$ cat config.mk
export PLATFORM = sky130hd
export DESIGN_NAME = masked_majority_class_unit
export DESIGN_NICKNAME = d
export VERILOG_FILES = /design/src/sv/mmc_pkg.sv /design/src/sv/masked_majority_class_unit.sv /design/src/sv/mmc_count_mem.sv
export SDC_FILE = /design/constraint.sdc
export NUM_CORES = 2
export LEC_CHECK = 0
export BUFFER_PORTS_ARGS = -buffer_cell sky130_fd_sc_hd__buf_2
export CORE_AREA = 4 4 296 298
export CTS_BUF_LIST = sky130_fd_sc_hd__clkbuf_8
export DETAILED_ROUTE_END_ITERATION = 7
export DIE_AREA = 0 0 300 302
export PLACE_DENSITY = 0.68
export SKIP_LAST_GASP = 1
export SYNTH_ARGS = -nofsm -noshare
export SYNTH_HDL_FRONTEND = slang
export SYNTH_SLANG_ARGS = --single-unit
$ cat constraint.sdc
create_clock -name clk -period 11.8 [get_ports clk]
set_clock_uncertainty 0.2 [all_clocks]
set_input_delay 2.95 -clock clk [delete_from_list [all_inputs] [get_ports clk]]
set_output_delay 2.95 -clock clk [all_outputs]
set_load 0.05 [all_outputs]
$ cat src/sv/mmc_pkg.sv
`default_nettype none

package mmc_pkg;

    // Default sizing of the class counter store
    localparam int MAX_CLASSES_DEF = 64;
    localparam int COUNT_WIDTH_DEF = 17;

    // Fixed field widths
    localparam int LABEL_W = 7;

    // Class count in use after reset
    localparam logic [LABEL_W-1:0] LEVELS_RESET = 7'd2;

endpackage

`default_nettype wire

$ cat src/sv/masked_majority_class_unit.sv
`default_nettype none
// An uncounted record leaves the input free; a counted record is read, then stalls the input
// while its counter is written back with a saturating increment through the memory ports.
// A last record adds a scan of the L class levels in use (one counter per cycle through the
// shared compare), a drain and a finish step, then a clear pass over all MAX_CLASSES counters
// before the next request. Reset: asynchronous, active low; counters are cleared by that pass
// after reset, during which no request is accepted (configuration writes are taken at any time).
module masked_majority_class_unit
    import mmc_pkg::*;
#(
    parameter int MAX_CLASSES = MAX_CLASSES_DEF,
    parameter int COUNT_WIDTH = COUNT_WIDTH_DEF
) (
    input  wire logic               clk,
    input  wire logic               rst_n,
    input  wire logic               cfg_we,
    input  wire logic [LABEL_W-1:0] cfg_wdata,
    input  wire logic               in_valid,
    output logic                    in_stall,
    input  wire logic [LABEL_W-1:0] class_label,
    input  wire logic               record_covered,
    input  wire logic               last_record,
    output logic                    out_valid,
    input  wire logic               out_stall,
    output logic      [LABEL_W-1:0] majority_class,
    output logic                    label_error
);

    localparam int AW = $clog2(MAX_CLASSES);
    localparam int CW = (AW + 1 > LABEL_W) ? AW + 1 : LABEL_W;

    localparam logic [2:0] ST_CLEAR  = 3'd0;
    localparam logic [2:0] ST_IDLE   = 3'd1;
    localparam logic [2:0] ST_INC    = 3'd2;
    localparam logic [2:0] ST_SCAN   = 3'd3;
    localparam logic [2:0] ST_DRAIN  = 3'd4;
    localparam logic [2:0] ST_FINISH = 3'd5;

    logic [LABEL_W-1:0]     levels_reg;
    logic [2:0]             state_reg, state_next;
    logic [AW-1:0]          idx_reg, idx_next;
    logic [AW-1:0]          addr_reg, addr_next;
    logic                   last_reg, last_next;
    logic                   err_reg, err_next;
    logic                   out_valid_reg, out_valid_next;
    logic [LABEL_W-1:0]     majority_reg, majority_next;
    logic                   lerr_reg, lerr_next;
    logic                   cmp_vld_reg;
    logic [AW-1:0]          cmp_idx_reg;
    logic [COUNT_WIDTH-1:0] best_cnt_reg;
    logic [AW-1:0]          best_idx_reg;

    logic [CW-1:0]          lab_ext, lvl_ext, eff_m1_w, slot_w;
    logic [AW-1:0]          eff_m1, slot;
    logic                   label_ok;
    logic                   mem_we;
    logic [AW-1:0]          mem_waddr, mem_raddr;
    logic [COUNT_WIDTH-1:0] mem_wdata, mem_rdata, cnt_inc;
    logic [CW-1:0]          best_class_w;

    // Clamp the class count and check the label against it
    always_comb
    begin
        lab_ext = CW'(class_label);
        lvl_ext = CW'(levels_reg);
        if (lvl_ext == '0)
        begin
            eff_m1_w = '0;
        end
        else if (lvl_ext > CW'(MAX_CLASSES))
        begin
            eff_m1_w = CW'(MAX_CLASSES - 1);
        end
        else
        begin
            eff_m1_w = lvl_ext - CW'(1);
        end
        slot_w   = lab_ext - CW'(1);
        label_ok = (lab_ext != '0) && (slot_w <= eff_m1_w);
        eff_m1   = eff_m1_w[AW-1:0];
        slot     = slot_w[AW-1:0];
    end

    // Saturating increment of the counter just read
    assign cnt_inc = (mem_rdata == {COUNT_WIDTH{1'b1}}) ? mem_rdata
                                                        : mem_rdata + COUNT_WIDTH'(1);

    // Share the memory's one read and one write port between count, scan and clear
    assign mem_we    = (state_reg == ST_INC) || (state_reg == ST_CLEAR);
    assign mem_waddr = (state_reg == ST_CLEAR) ? idx_reg : addr_reg;
    assign mem_wdata = (state_reg == ST_CLEAR) ? '0 : cnt_inc;
    assign mem_raddr = (state_reg == ST_IDLE) ? slot : idx_reg;

    mmc_count_mem #(
        .DEPTH (MAX_CLASSES),
        .WIDTH (COUNT_WIDTH)
    ) u_count_mem (
        .clk   (clk),
        .we    (mem_we),
        .waddr (mem_waddr),
        .wdata (mem_wdata),
        .raddr (mem_raddr),
        .rdata (mem_rdata)
    );

    assign best_class_w = CW'(best_idx_reg) + CW'(1);

    // Sequencer
    always_comb
    begin
        state_next     = state_reg;
        idx_next       = idx_reg;
        addr_next      = addr_reg;
        last_next      = last_reg;
        err_next       = err_reg;
        out_valid_next = out_valid_reg && out_stall;
        majority_next  = majority_reg;
        lerr_next      = lerr_reg;
        case (state_reg)
            ST_CLEAR:
            begin
                idx_next = idx_reg + AW'(1);
                if (idx_reg == AW'(MAX_CLASSES - 1))
                begin
                    idx_next   = '0;
                    state_next = ST_IDLE;
                end
            end
            ST_IDLE:
            begin
                if (in_valid)
                begin
                    addr_next = slot;
                    last_next = last_record;
                    if (!record_covered && !label_ok)
                    begin
                        err_next = 1'b1;
                    end
                    if (!record_covered && label_ok)
                    begin
                        state_next = ST_INC;
                    end
                    else if (last_record)
                    begin
                        idx_next   = '0;
                        state_next = ST_SCAN;
                    end
                end
            end
            ST_INC:
            begin
                if (last_reg)
                begin
                    idx_next   = '0;
                    state_next = ST_SCAN;
                end
                else
                begin
                    state_next = ST_IDLE;
                end
            end
            ST_SCAN:
            begin
                idx_next = idx_reg + AW'(1);
                if (idx_reg == eff_m1)
                begin
                    state_next = ST_DRAIN;
                end
            end
            ST_DRAIN:
            begin
                state_next = ST_FINISH;
            end
            ST_FINISH:
            begin
                if (!out_valid_reg || !out_stall)
                begin
                    out_valid_next = 1'b1;
                    majority_next  = best_class_w[LABEL_W-1:0];
                    lerr_next      = err_reg;
                    err_next       = 1'b0;
                    idx_next       = '0;
                    state_next     = ST_CLEAR;
                end
            end
            default:
            begin
                idx_next   = '0;
                state_next = ST_CLEAR;
            end
        endcase
    end

    // Advance control state
    always_ff @(posedge clk or negedge rst_n)
    begin
        if (!rst_n)
        begin
            state_reg     <= ST_CLEAR;
            idx_reg       <= '0;
            last_reg      <= 1'b0;
            err_reg       <= 1'b0;
            out_valid_reg <= 1'b0;
            cmp_vld_reg   <= 1'b0;
            levels_reg    <= LEVELS_RESET;
        end
        else
        begin
            state_reg     <= state_next;
            idx_reg       <= idx_next;
            last_reg      <= last_next;
            err_reg       <= err_next;
            out_valid_reg <= out_valid_next;
            cmp_vld_reg   <= (state_reg == ST_SCAN);
            if (cfg_we)
            begin
                levels_reg <= cfg_wdata;
            end
        end
    end

    // Hold payload and running maximum
    always_ff @(posedge clk)
    begin
        addr_reg     <= addr_next;
        majority_reg <= majority_next;
        lerr_reg     <= lerr_next;
        cmp_idx_reg  <= idx_reg;
        if (cmp_vld_reg && ((cmp_idx_reg == '0) || (mem_rdata > best_cnt_reg)))
        begin
            best_cnt_reg <= mem_rdata;
            best_idx_reg <= cmp_idx_reg;
        end
    end

    assign in_stall       = (state_reg != ST_IDLE);
    assign out_valid      = out_valid_reg;
    assign majority_class = majority_reg;
    assign label_error    = lerr_reg;

`ifndef SYNTHESIS
    a_inc_exit: assert property (@(posedge clk) disable iff (!rst_n)
        state_reg == ST_INC |=> (state_reg == ST_IDLE || state_reg == ST_SCAN))
        else $error("increment did not return to idle or scan");

    a_result_from_finish: assert property (@(posedge clk) disable iff (!rst_n)
        $rose(out_valid_reg) |-> $past(state_reg == ST_FINISH))
        else $error("result raised outside finish");

    a_scan_bound: assert property (@(posedge clk) disable iff (!rst_n)
        state_reg == ST_SCAN |-> idx_reg <= eff_m1)
        else $error("scan index beyond class count");

    a_clear_then_idle: assert property (@(posedge clk) disable iff (!rst_n)
        (state_reg == ST_CLEAR && idx_reg == AW'(MAX_CLASSES - 1)) |=> state_reg == ST_IDLE)
        else $error("clear pass did not end in idle");
`endif

endmodule

`default_nettype wire

$ cat src/sv/mmc_count_mem.sv
`default_nettype none

module mmc_count_mem #(
    parameter int DEPTH = 64,
    parameter int WIDTH = 17
) (
    input  wire logic                     clk,
    input  wire logic                     we,
    input  wire logic [$clog2(DEPTH)-1:0] waddr,
    input  wire logic [WIDTH-1:0]         wdata,
    input  wire logic [$clog2(DEPTH)-1:0] raddr,
    output logic      [WIDTH-1:0]         rdata
);

    logic [WIDTH-1:0] mem [DEPTH];

    // Write one counter per cycle
    always_ff @(posedge clk)
    begin
        if (we)
        begin
            mem[waddr] <= wdata;
        end
    end

    // Register the read data
    always_ff @(posedge clk)
    begin
        rdata <= mem[raddr];
    end

endmodule

`default_nettype wire

==> out/qor.txt <==
GR Overflow Total = 0
Port Buffers = 30
Worst path top cell family by delay = buffers and inverters
WP data arrival = 6.88 ns
Hold Path Cell Cnt = 0
FF-to-FF End = u_count_mem.rdata[5]$_DFF_P_
sequential area share after synthesis = 74.7%
sequential power share = 58.4%
total setup buffers inserted after CTS = 0
Net Sw Frac = 21.1%
Final Hold Vio Count = 0
Avg Cell Area, Syn = 15.3 um^2
Max Slew Vio Count = 0
Worst EP required = 12.32 ns
Starting Density = 54.8%
Post-synth EDFFs = 1125
Leak Pwr = 17.8 nW
clock buffer depth = 3
area of the core = 84900 um^2
fraction of the cycle the final worst path needs = 53.9%
CP max stage delay = 0.83 ns
CTS resizes = 0
Routed WL per cell = 28.1 um
worst reg2reg path depth = 10
number of global-route vias before repair = 27900
DRC = 0
vias per cell = 6.39
Die H = 302 um
DR vias = 28600
PD cells = 149 nW/um^2
P_sw = 1.62 mW
Final #Nets = 3237
Buf+Inv Stages, Crit Path = 5
unrepaired setup endpoints after global routing = false
Sink Count = 1168
most frequent cell after synthesis = edfxtp_1
crit path max-delay cell type = nor2_4
post-layout power = 7.68 mW
Post-CTS Hold Buffers = 0
drt pass-1 iters = 6
GRT Total Usage = 27.6%
synth warn = 0
Ports = 31
critical path startpoint category = primary input
Clock Latency Late Sink = 0.88 ns
Hold/Removal Path Class = reg2reg
max-cap viol count = 0
asr flop ratio synth = 1.71%
crit-path cells = buf_2 -> inv_1 -> ha_1 -> inv_1 -> mux2i_4 -> buf_4 -> nor2_4 -> buf_4 -> a32oi_1 -> and3_1 -> a31oi_1 -> nand4_1
Layout area overhead = 11.2%
CTS tree = built
count of different cell masters after synthesis = 67
status = complete, no violations
hold endpoint = best_idx_reg[2]$_DFFE_PP_
Chip Width = 300 um
actual slew at the worst max-slew pin = 1.34 ns
Final setup viols = 0
synthesized net count = 3099
Clk pwr share = 41.0%
slew margin rel. = 10.9%
H-tree depth = 4
Setup TNS Final = 0 ns
CTS Root Cell = clkbuf_8
P_int = 6.06 mW
cells after synthesis = 3048
r2r startpoint = state_reg[0]$_DFFE_PN0P_
first-pass GRT wire length = 183000 um
Main synth FF type = edfxtp_1
final WL = 126000 um
Worst Hold Launch = cmp_idx_reg[2]$_DFF_P_
Synth area leader = edfxtp_1
CTS Buf Count = 181
top cells by count, synth = edfxtp_1 (1125), nand2_1 (592), mux2i_1 (280)
Comb power frac = 0.6%
initial antenna violation count = 4
initial DRC count = 3751
DPL Wire Length = 70800 um
maximum vdd drop = 0.127 mV
sequential standard cell area = 34700 um^2
FF+latch count, synth = 1168
f_max = 0.157 GHz
Synth top area share = 72.7%
Crit Path Class = in2reg
area of the multi-input gates = 11000 um^2
CP Max Fanout = 69
clk slew on worst S/H paths = 0.06 ns
largest net degree at the start of global routing = 152
Routed Antenna Nets = 0
Worst setup EP type = register
die area = 90600 um^2
row count = 107
synth top area cells = edfxtp_1 (73%), mux2i_1 (6.0%), a32oi_1 (5.1%), nand2_1 (4.8%), and3_1 (1.0%)
share of cells above drive strength 1 = 12.7%
min Tclk post-route = 6.36 ns
GPL Wtd Cong = 0.863
max reg flops = 1088
flop2flop setup slack = 6.73 ns
mapped cell area = 46500 um^2
# fillers = 6302
## through the flow
| step | cell area (um^2) | hold slack [ns] | util (%) | cells | worst slack [ns] |
|---|---|---|---|---|---|
| floorplan | 46500 | 0.145 | - | 3048 | 5.99 |
| global placement | 48300 | 0.223 | 56.9 | 4147 | 4.72 |
| detailed placement | 48300 | 0.220 | 56.9 | 4147 | 4.65 |
| CTS | 51700 | 0.236 | 60.9 | 4476 | 5.58 |
| global route | 51700 | 0.260 | 60.9 | 4477 | 5.38 |
| finish | 51700 | 0.239 | 60.9 | 4478 | 5.44 |
## metal layers
| layer | GRT usage (%) | routed length [um] |
|---|---|---|
| met1 | 38.1 | 48300 |
| met4 | 12.3 | 5650 |
| met2 | 42.9 | 58100 |
| met5 | 0 | 44 |
| met3 | 6.07 | 13500 |
## cells in the final DEF, fill, tap and decap left out, drive strengths merged, types with 12 or more instances in the layout
cell type,n
a21oi,29
a31oi,74
a32oi,272
and3,76
buf,131
clkbuf,192
clkinv,64
dfrtp,19
dfxtp,23
edfxtp,1125
ha,30
inv,106
mux2i,283
nand2,592
nand3,27
nand4,26
nor2,102
nor3,17
o21ai,22
or3,12
xnor2,13
## area by class of cell
type	instances	share of cell area (%)
antenna	2	0.00968
clock buffer	192	5.11
clock inverter	137	1.40
inverter	38	0.281
multi-input combinational	1666	21.3
sequential	1168	67.2
tap	1144	2.77
timing repair buffer	131	1.90
## worst reg2reg max path, stage by stage (launching register included)
cell	delay, ns
dfrtp_1	0.59
nor3b_4	0.63
inv_4	0.20
mux2i_4	0.25
buf_4	0.38
nor2_4	0.86
buf_4	0.67
a32oi_1	0.14
and3_1	0.23
a31oi_1	0.63
nand4_1	0.15
## power by group through the flow
stage	clock network, mW	registers [mW]	logic [mW]
after floorplan	0	4.57	0.0365
after global placement	0	4.57	0.0460
after detailed placement	0	4.57	0.0480
after CTS	3.19	4.48	0.0483
after global routing	3.39	4.48	0.0553
final	3.15	4.48	0.0489
## cells by family after synthesis
family	count (synthesis)	share of synthesized area, %
AND/OR/NAND/NOR	884	8.15
multiplexers	290	6.34
XOR/XNOR	19	0.358
buffers and inverters	214	2.10
flip-flops	1168	74.7
AO/OA/AOI/OAI	443	7.52
adder cells (fa/ha/maj)	30	0.807
## worst max path at each step
stage	from	endpoint	slack (ns)	cells after the start
2_1_floorplan	class_label[1]	idx_reg[3]$_DFFE_PN0P_	5.99	11
3_3_place_gp	class_label[0]	u_count_mem.rdata[5]$_DFF_P_	4.72	12
3_5_place_dp	class_label[0]	u_count_mem.rdata[5]$_DFF_P_	4.65	12
4_1_cts	class_label[0]	u_count_mem.rdata[5]$_DFF_P_	5.58	12
5_1_grt	class_label[0]	u_count_mem.rdata[5]$_DFF_P_	5.38	12
6_report	class_label[0]	u_count_mem.rdata[5]$_DFF_P_	5.44	12
Power figures use the tool's default switching activity.
